**src/hdl/dbl_pkg.sv**
```systemverilog
// Package for the debouncer with long-state detection.
// Holds the register widths, register indexes, reset values and shared structs.
// Depends on nothing.
`default_nettype none

package dbl_pkg;

	localparam int unsigned TIME_W    = 32;
	localparam int unsigned CFG_IDX_W = 1;

	// register indexes on the configuration port
	localparam logic [CFG_IDX_W-1:0] REG_DEBOUNCE_MS = 1'd0;
	localparam logic [CFG_IDX_W-1:0] REG_LONG_MS     = 1'd1;

	localparam logic [TIME_W-1:0] DEBOUNCE_MS_RST = 32'd50;
	localparam logic [TIME_W-1:0] LONG_MS_RST     = 32'd1000;

	typedef struct packed {
		logic [TIME_W-1:0] debounce_ms;
		logic [TIME_W-1:0] long_ms;
	} dbl_cfg_t;

	typedef struct packed {
		logic level_high;
		logic rose;
		logic fell;
		logic rose_long;
		logic fell_long;
	} dbl_result_t;

endpackage

`default_nettype wire

```
**src/hdl/dbl_cfg.sv**
```systemverilog
// Configuration registers of the debouncer: debounce and long-state times.
// Depends on dbl_pkg.
`default_nettype none

module dbl_cfg (
	input  wire logic                            clk,
	input  wire logic                            arst_n,
	input  wire logic                            cfg_we,
	input  wire logic [dbl_pkg::CFG_IDX_W-1:0]   cfg_index,
	input  wire logic [dbl_pkg::TIME_W-1:0]      cfg_data,
	output dbl_pkg::dbl_cfg_t                    cfg
);

	dbl_pkg::dbl_cfg_t cfg_q;

	// register writes; unknown indexes are dropped
	always_ff @(posedge clk or negedge arst_n) begin
		if (!arst_n) begin
			cfg_q.debounce_ms <= dbl_pkg::DEBOUNCE_MS_RST;
			cfg_q.long_ms     <= dbl_pkg::LONG_MS_RST;
		end else if (cfg_we) begin
			case (cfg_index)
				dbl_pkg::REG_DEBOUNCE_MS: cfg_q.debounce_ms <= cfg_data;
				dbl_pkg::REG_LONG_MS:     cfg_q.long_ms     <= cfg_data;
				default: ;
			endcase
		end
	end

	assign cfg = cfg_q;

endmodule

`default_nettype wire

```
**src/hdl/dbl_core.sv**
```systemverilog
// Debounce state and per-beat step logic: level, last sample and the two timers.
// Produces the result of one beat combinationally; state moves on step.
// Depends on dbl_pkg.
`default_nettype none

module dbl_core (
	input  wire logic                        clk,
	input  wire logic                        arst_n,
	input  wire logic                        step,
	input  wire logic                        pin,
	input  wire logic [dbl_pkg::TIME_W-1:0]  now,
	input  wire dbl_pkg::dbl_cfg_t           cfg,
	output dbl_pkg::dbl_result_t             res
);

	logic                       level_q;
	logic                       last_q;
	logic                       db_active_q;
	logic [dbl_pkg::TIME_W-1:0] db_start_q;
	logic                       long_active_q;
	logic [dbl_pkg::TIME_W-1:0] long_start_q;

	logic                       db_running;
	logic                       restart;
	logic                       flip;
	logic                       long_running;
	logic                       long_expired;
	logic [dbl_pkg::TIME_W-1:0] db_elapsed;
	logic [dbl_pkg::TIME_W-1:0] long_elapsed;

	// debounce timer: expiry, then restart on a fresh edge toward the level
	always_comb begin
		db_elapsed = now - db_start_q;
		db_running = db_active_q && (db_elapsed < cfg.debounce_ms);
		restart    = db_running && (level_q ? (!last_q && pin) : (last_q && !pin));
		flip       = !db_running && (pin != level_q);
	end

	// long timer: a flip restarts it at now, so elapsed is zero then
	always_comb begin
		long_elapsed = flip ? '0 : (now - long_start_q);
		long_running = flip || long_active_q;
		long_expired = long_running && (long_elapsed >= cfg.long_ms);
	end

	// result of this beat
	always_comb begin
		res.level_high = flip ? pin : level_q;
		res.rose       = flip && pin;
		res.fell       = flip && !pin;
		res.rose_long  = long_expired && res.level_high;
		res.fell_long  = long_expired && !res.level_high;
	end

	// state update
	always_ff @(posedge clk or negedge arst_n) begin
		if (!arst_n) begin
			level_q       <= 1'b0;
			last_q        <= 1'b0;
			db_active_q   <= 1'b0;
			db_start_q    <= '0;
			long_active_q <= 1'b0;
			long_start_q  <= '0;
		end else if (step) begin
			level_q       <= res.level_high;
			last_q        <= pin;
			db_active_q   <= db_running || flip;
			long_active_q <= long_running && !long_expired;
			if (restart || flip) begin
				db_start_q <= now;
			end
			if (flip) begin
				long_start_q <= now;
			end
		end
	end

	// checks
	a_no_rise_and_fall: assert property (@(posedge clk) disable iff (!arst_n)
		step |-> !(res.rose && res.fell))
		else $error("rise and fall in one beat");

	a_flip_arms_debounce: assert property (@(posedge clk) disable iff (!arst_n)
		step && flip |=> db_active_q && (db_start_q == $past(now)))
		else $error("debounce timer not armed after a level change");

	a_long_pulse_clears: assert property (@(posedge clk) disable iff (!arst_n)
		step && (res.rose_long || res.fell_long) |=> !long_active_q)
		else $error("long timer still running after its pulse");

	a_long_follows_level: assert property (@(posedge clk) disable iff (!arst_n)
		step && res.rose_long |=> level_q)
		else $error("long-high pulse without a high level");

endmodule

`default_nettype wire

```
**src/hdl/debounced_input_with_long_state.sv**
```systemverilog
// Switch debouncer with long-state detection. Each input beat carries a raw pin
// sample and a free-running 32-bit millisecond timestamp; each yields exactly one
// result beat with the debounced level and rise, fall, long-high and long-low
// pulses. One beat is taken every clock cycle while in_stall is low; a result
// passes through the input register, then the result register, and the step
// logic updates the state from the input register as each beat advances.
// Depends on dbl_pkg, dbl_cfg and dbl_core.
`default_nettype none

module debounced_input_with_long_state (
	input  wire logic                            clk,
	input  wire logic                            arst_n,
	// configuration
	input  wire logic                            cfg_we,
	input  wire logic [dbl_pkg::CFG_IDX_W-1:0]   cfg_index,
	input  wire logic [dbl_pkg::TIME_W-1:0]      cfg_data,
	// input beats
	input  wire logic                            in_valid,
	output logic                                 in_stall,
	input  wire logic                            pin_level,
	input  wire logic [dbl_pkg::TIME_W-1:0]      now_ms,
	// result beats
	output logic                                 out_valid,
	input  wire logic                            out_stall,
	output logic                                 level_high,
	output logic                                 rose,
	output logic                                 fell,
	output logic                                 rose_long,
	output logic                                 fell_long
);

	dbl_pkg::dbl_cfg_t    cfg;
	dbl_pkg::dbl_result_t res;
	dbl_pkg::dbl_result_t res_q;

	logic                       valid_s1;
	logic                       pin_s1;
	logic [dbl_pkg::TIME_W-1:0] now_s1;
	logic                       out_valid_q;
	logic                       advance;
	logic                       in_take;

	dbl_cfg u_cfg (
		.clk       (clk),
		.arst_n    (arst_n),
		.cfg_we    (cfg_we),
		.cfg_index (cfg_index),
		.cfg_data  (cfg_data),
		.cfg       (cfg)
	);

	// stage 1 moves to the result register whenever that is free or draining
	assign advance  = valid_s1 && (!out_valid_q || !out_stall);
	assign in_stall = valid_s1 && !advance;
	assign in_take  = in_valid && !in_stall;

	// input register
	always_ff @(posedge clk or negedge arst_n) begin
		if (!arst_n) begin
			valid_s1 <= 1'b0;
		end else if (in_take || advance) begin
			valid_s1 <= in_take;
		end
	end

	always_ff @(posedge clk) begin
		if (in_take) begin
			pin_s1 <= pin_level;
			now_s1 <= now_ms;
		end
	end

	dbl_core u_core (
		.clk    (clk),
		.arst_n (arst_n),
		.step   (advance),
		.pin    (pin_s1),
		.now    (now_s1),
		.cfg    (cfg),
		.res    (res)
	);

	// result register
	always_ff @(posedge clk or negedge arst_n) begin
		if (!arst_n) begin
			out_valid_q <= 1'b0;
		end else if (!out_valid_q || !out_stall) begin
			out_valid_q <= advance;
		end
	end

	always_ff @(posedge clk) begin
		if (advance) begin
			res_q <= res;
		end
	end

	assign out_valid  = out_valid_q;
	assign level_high = res_q.level_high;
	assign rose       = res_q.rose;
	assign fell       = res_q.fell;
	assign rose_long  = res_q.rose_long;
	assign fell_long  = res_q.fell_long;

	// checks
	a_no_loss_on_stall: assert property (@(posedge clk) disable iff (!arst_n)
		out_valid_q && out_stall |=> out_valid_q)
		else $error("result beat dropped under stall");

	a_stage_holds: assert property (@(posedge clk) disable iff (!arst_n)
		valid_s1 && !advance |=> valid_s1 && $stable(now_s1) && $stable(pin_s1))
		else $error("input stage lost a beat");

	a_advance_fills_out: assert property (@(posedge clk) disable iff (!arst_n)
		advance |=> out_valid_q)
		else $error("advanced beat missing from result register");

endmodule

`default_nettype wire
```
**config.mk**
```make
export PLATFORM = sky130hd
export DESIGN_NAME = debounced_input_with_long_state
export DESIGN_NICKNAME = d
export VERILOG_FILES = /design/src/hdl/dbl_pkg.sv /design/src/hdl/dbl_cfg.sv /design/src/hdl/dbl_core.sv /design/src/hdl/debounced_input_with_long_state.sv
export SDC_FILE = /design/constraint.sdc
export NUM_CORES = 1
export LEC_CHECK = 0
export BUFFER_PORTS_ARGS = -buffer_cell sky130_fd_sc_hd__buf_4
export CORE_ASPECT_RATIO = 1.2
export CORE_MARGIN = 3
export CORE_UTILIZATION = 54
export CTS_CLUSTER_DIAMETER = 40
export CTS_CLUSTER_SIZE = 14
export DETAILED_ROUTE_END_ITERATION = 7
export GPL_TIMING_DRIVEN = 0
export PLACE_DENSITY = 0.72
export SETUP_SLACK_MARGIN = 0.2
export SLEW_MARGIN = 15
export SYNTH_ARGS = -nofsm -noshare
export SYNTH_HDL_FRONTEND = slang
export SYNTH_HIERARCHICAL = 1
export SYNTH_SLANG_ARGS = --single-unit
```
**constraint.sdc**
```tcl
create_clock -name clk -period 6.5 [get_ports clk]
set_input_delay 0.325 -clock clk [delete_from_list [all_inputs] [get_ports clk]]
set_output_delay 0.325 -clock clk [all_outputs]
set_load 0.01 [all_outputs]
```
After elaboration in Yosys (flattened, before gate mapping)

Cells that the tools add are included.
W data, S select, Z words.

Word-level logic and storage cells: 58
Output and inout bits: 7
Bits of input ports: 71
Bits in registers: 172

Multiplexer cells: 3
Reduce and logical (&&, ||, !) cells: 32
Bitwise logic cells: 1
Eq/ne operators: 1
Order comparisons: 2
$add $sub $neg: 2

Operators by type and width:

| cell                | number |
|---|---|
| $sub A32 B32 Y32    | 2 |
| $ge A32 B32 Y1      | 1 |
| $lt A32 B32 Y1      | 1 |
| $mux W32            | 1 |
| $logic_and A1 B1 Y1 | 14 |
| $logic_not A1 Y1    | 9 |
| $reduce_and A2 Y1   | 4 |
| $logic_or A1 B1 Y1  | 5 |
| $mux W1             | 2 |
| $ne A1 B1 Y1        | 1 |
| $not A1 Y1          | 1 |

Logic depth before layout (Yosys ltp)

Word-level depth: 10
Depth in mapped cells: 30
Gate-level depth less buffers: 29

Modules after synthesis

Netlist, hierarchy kept.

Modules (own cells, without submodules):

| module                          | cells each | sequential area each (µm²) | times used | area each (µm²) |
|---|---|---|---|---|
| dbl_core                        | 933        | 1701.6                     | 1          | 7828.8 |
| dbl_cfg                         | 137        | 1612.8                     | 1          | 2437.3 |
| debounced_input_with_long_state | 46         | 1191.1                     | 1          | 1233.7 |

Worst setup path before layout

No wires, ideal clock.

Path type: reg2reg
From: reg now_s1[1] (netlist bit)
To: reg res_q, in the netlist rose_long (data pin)
Arrival: 5539 ps
Buffers on the path: 1
Cell stages (with the launch flop): 25
Setup time: 261 ps
Required time: 6239 ps
Period minus slack after synthesis: 5800 ps
Setup slack: 700 ps
Cell sequence: edfxtp_1 -> ha_1 -> nor2b_1 -> o31a_1 -> o31ai_1 -> a41oi_1 -> and3_1 -> nor2b_1 -> o21ai_0 -> xnor2_1 -> ha_1 -> nand4_1 -> or4_1 -> o31a_1 -> a21oi_4 -> clkbuf_1 -> nor2_1 -> ha_1 -> and3_1 -> a211oi_1 -> o21ai_0 -> a31oi_1 -> o21ai_0 -> o221ai_1 -> nor2_1

RTL lines:

| element                | line                                  | RTL |
|---|---|---|
| start, declared        | debounced_input_with_long_state.sv:38 | `logic [dbl_pkg::TIME_W-1:0] now_s1;` |
| start signal, assigned | debounced_input_with_long_state.sv:69 | `now_s1 <= now_ms;` |
| end signal, assigned   | debounced_input_with_long_state.sv:94 | `res_q <= res;` |
| end, declared          | debounced_input_with_long_state.sv:34 | `dbl_pkg::dbl_result_t res_q;` |

==> metrics.md <==
| Metric | Value |
|---|---|
| WL met1 | 12600 um |
| Net count after synthesis | approximately 1300 |
| Count of endpoints failing hold in the final timing report | 0 |
| Required time at the worst-slack endpoint | approximately 6.7 ns |
| Maximum number of buffers from clock root to sink | 2 |
| Routed len/inst | 17.8 um |
| Weighted congestion at the end of routability-driven global placement | 0.893 |
| Tmin final | ~6.0 ns |
| Overall Power | ~7 mW |
| Die ar. | about 0.023 mm2 |
| Crit path DAT | ~6.2 ns |
| Mapped Area | approximately 0.011 mm2 |
| Largest vdd supply drop | 0.267 mV |
| Static leakage | 6.48 nW |
| Total count of max-transition violations in the final report | 0 |
| Die W | 139 um |
| Final Skew | 0.00725 ns |
| Largest net degree at the start of global routing | 79 |
| Proportion of layout cells with a drive suffix above 1 | between 20% and 30% |
| Sequential cell fraction of total power | 22.1% |
| Top library cells by usage in the layout, fill and taps aside | 147 x sky130_fd_sc_hd__inv_1, 125 x sky130_fd_sc_hd__dfrtp_1, 122 x sky130_fd_sc_hd__ha_1 |
| Synthesized instance count | 1116 |
| Category of the most critical setup path | reg -> reg |
| Largest stage delay on the critical path | between 0.4 and 0.5 ns |
| Met2 wire length | 12800 um |
| Detailed Routing Iterations Pass 1 | 6 |
| Via-to-Cell Ratio | between 5 and 6 |
| Starting density of the core | a little under three fifths |
| Async set-reset flop share out of synthesis | between 70 and 80% |
| Post-detailed-routing wire length | roughly 27000 um |
| Fmax | around 0.17 GHz |
| CTS tree | yes |
| Yosys Warn Count | 6 |
| Type of element capturing the critical path | register |
| Final worst path period share | between 90% and 100% |
| RSZ-0062 raised after global routing | false |
| Synthesized area divided by synthesized cell count | slightly above 10 um2 |
| Most used DFF post-synth | sky130_fd_sc_hd__dfrtp_1 |
| All-layer global routing usage | a little under a quarter |
| Standard cell area after detailed placement | between 0.01 and 0.015 mm2 |
| Worst-skew pair later-pin latency | 0.44 ns |
| Global-route wire length before repair | between 40000 and 50000 um |
| Worst slew slack as a fraction of its limit | a little under half |
| Hold/Removal Path Class | in -> reg |
| Number of max-capacitance violations reported | 0 |
| Height of the die | approximately 170 um |
| Maximum fanout encountered on the critical timing path | 7 |
| Setup-failing EPs final | 0 |
| Clock slew at the register clock pins of the worst setup and hold paths | about 0.070 ns |
| Total DRC errors in the routed layout | 0 |
| Core Area | ~0.021 mm2 |
| Buffer type at the clock tree root | sky130_fd_sc_hd__clkbuf_16 |
| Antenna violations before repair | 0 |
| Power Internal | about 4.1 mW |
| Total net switching power | around 3.1 mW |
| Total of flip-flops plus latches after synthesis | between 150 and 200 |
| Number of enable flip-flop cells after synthesis | 38 |
| Critical-path top delay cell | sky130_fd_sc_hd__fa_2 |
| Number of global-route vias before repair | between 8000 and 9000 |
| Area overhead of the layout relative to synthesis | 17.2% |
| Power per unit of standard cell area | about 530 mW/mm2 |
| Portion of the post-synthesis area used by sequential elements | 39.2% |
| WL met3 | between 1000 and 1500 um |
| Critical Path Source Type | register |
| H-tree levels | 4 |
| Total global routing overflow | 0 |
| Final Util | 65.4% |
| Total I/O pin count | 78 |
| Number of nets still failing antenna checks after routing | 0 |
| Most common library cell in the layout ignoring fill and taps | sky130_fd_sc_hd__inv_1 |
| Proportion of power drawn by combinational gates | between 60% and 70% |
| Final #Nets | roughly 1400 |
| Iteration-0 DRC Markers | 450 |
| Netlist cell types | 61 |
| Setup slack after layout | about 0.49 ns |
| Number of rows created at floorplan | 57 |
| Top sig layer | met4 |
| Run status | finished clean |
| Worst-margin pin slew | a little over 0.8 ns |
| Non-Filler Cell Area, Final | 0.0135 mm2 |
| TritonCTS buffer count | 17 |
| Port Buffers | just under 80 |
| Clock Sink Count | between 150 and 200 |
| Count of inserted antenna diode cells | 0 |
| Clock share of power | ~14% |
| HPWL after detailed placement | about 20000 um |
| Setup slack after placement | -0.911 ns |
| Vias after detailed routing | ~8600 |
| Switching Share | 43.0% |
[stage by stage]
stage,std cells,hold slack (ns),setup TNS [ns]
final,1516,0.0590,0
after global placement,1458,0.474,-2.47
after floorplan,1116,0.0294,0
after detailed placement,1460,0.288,-2.54
after global routing,1516,0.0421,0
after CTS,1499,0.0449,0
[layout make-up]
class,instances,area [um2]
fillers,1682,7130
multi-input cells,766,6480
flip-flops and latches,172,4510
repair buffers,103,837
inverters,148,556
clock buffers,21,483
well taps,265,332
plain buffers,30,205
clock inverters,11,78.8
[final timing paths]
| path | from | end | slack, ns | cells past startpoint |
|---|---|---|---|---|
| max in group asynchronous | arst_n | u_cfg/cfg[19] | 5.32 | 3 |
| hold / removal | now_ms[0] | now_s1[0] | 0.06 | 1 |
| min in group asynchronous | arst_n | u_core/db_start_q[6] | 0.41 | 2 |
| hold reg to reg | u_core/long_start_q[0] | u_core/long_start_q[0] | 0.50 | 2 |
| setup / recovery | now_s1[0] | rose_long | 0.49 | 29 |
| setup reg to reg | now_s1[0] | rose_long | 0.49 | 29 |
[metal layers]
metal  GRT usage [%]  up-vias
met5               0        -
met4            7.45        0
met3            3.86       40
met2            38.0      187
met1            32.3     4154
li1                -     4193
[synthesized netlist by cell type (all sizes together), types with 4 or more instances]
library cell | instances | share of area [%]
a211oi | 14 | 0.91
a21o | 37 | 2.4
a21oi | 77 | 3.4
a31oi | 11 | 0.60
and2 | 4 | 0.22
and3 | 9 | 0.49
buf | 14 | 0.99
clkbuf | 16 | 0.52
dfrtp | 125 | 27
dfstp | 9 | 2.1
edfxtp | 38 | 9.9
ha | 125 | 14
inv | 148 | 4.8
mux2 | 129 | 14
nand2 | 42 | 1.4
nand2b | 7 | 0.38
nand3 | 18 | 0.83
nand4 | 20 | 1.1
nor2 | 72 | 2.4
nor2b | 14 | 0.76
nor3 | 14 | 0.61
o211ai | 4 | 0.26
o21a | 6 | 0.39
o21ai | 50 | 2.2
o21bai | 8 | 0.52
o221ai | 4 | 0.30
xnor2 | 39 | 3.0
xor2 | 18 | 1.4
[worst max-delay path: cells and delay by family (launching register included)]
family	cells	cell delay [ns]
AOI/OAI and AO/OA	14	2.57
DFF	1	0.41
adders and majority gates	4	1.15
buffers and inverters	4	0.50
and+or+nand+nor	6	0.93
xor gates and xnor gates	1	0.18
[power groups by stage]
| stage | Combinational (mW) | Sequential [mW] | Clock [mW] |
|---|---|---|---|
| final | 4.61 | 1.59 | 0.993 |
| after global routing | 5.13 | 1.63 | 1.06 |
| after CTS | 4.30 | 1.59 | 1.01 |
| after detailed placement | 4.16 | 1.61 | 0 |
| after global placement | 4.06 | 1.59 | 0 |
| after floorplan | 3.20 | 1.57 | 0 |
[kinds of logic after synthesis]
kind of cell / after synthesis / share of synthesized area (%)
compound gates: 243 / 13.4
simple gates: 209 / 8.79
buf+inv: 178 / 6.34
flops: 172 / 39.2
mux: 130 / 14.0
fa+ha+maj: 127 / 13.9
xor+xnor: 57 / 4.34
[repair_timing]
item,in CTS,in global routing
hold endpoints to repair,49,0
pin swaps,4,22
endpoints found under the setup margin,3,3
setup buffers,6,16
cloned,0,1
hold buffers,1,0
gates resized for setup,22,42
[flip-flops by register name, indices dropped and copies added, names as in the netlist, 32 cells and up]
name and flops:
now_s1 32, u_core/long_start_q 32, u_cfg/cfg 64, u_core/db_start_q 32
(Power assumes the default switching activity.)
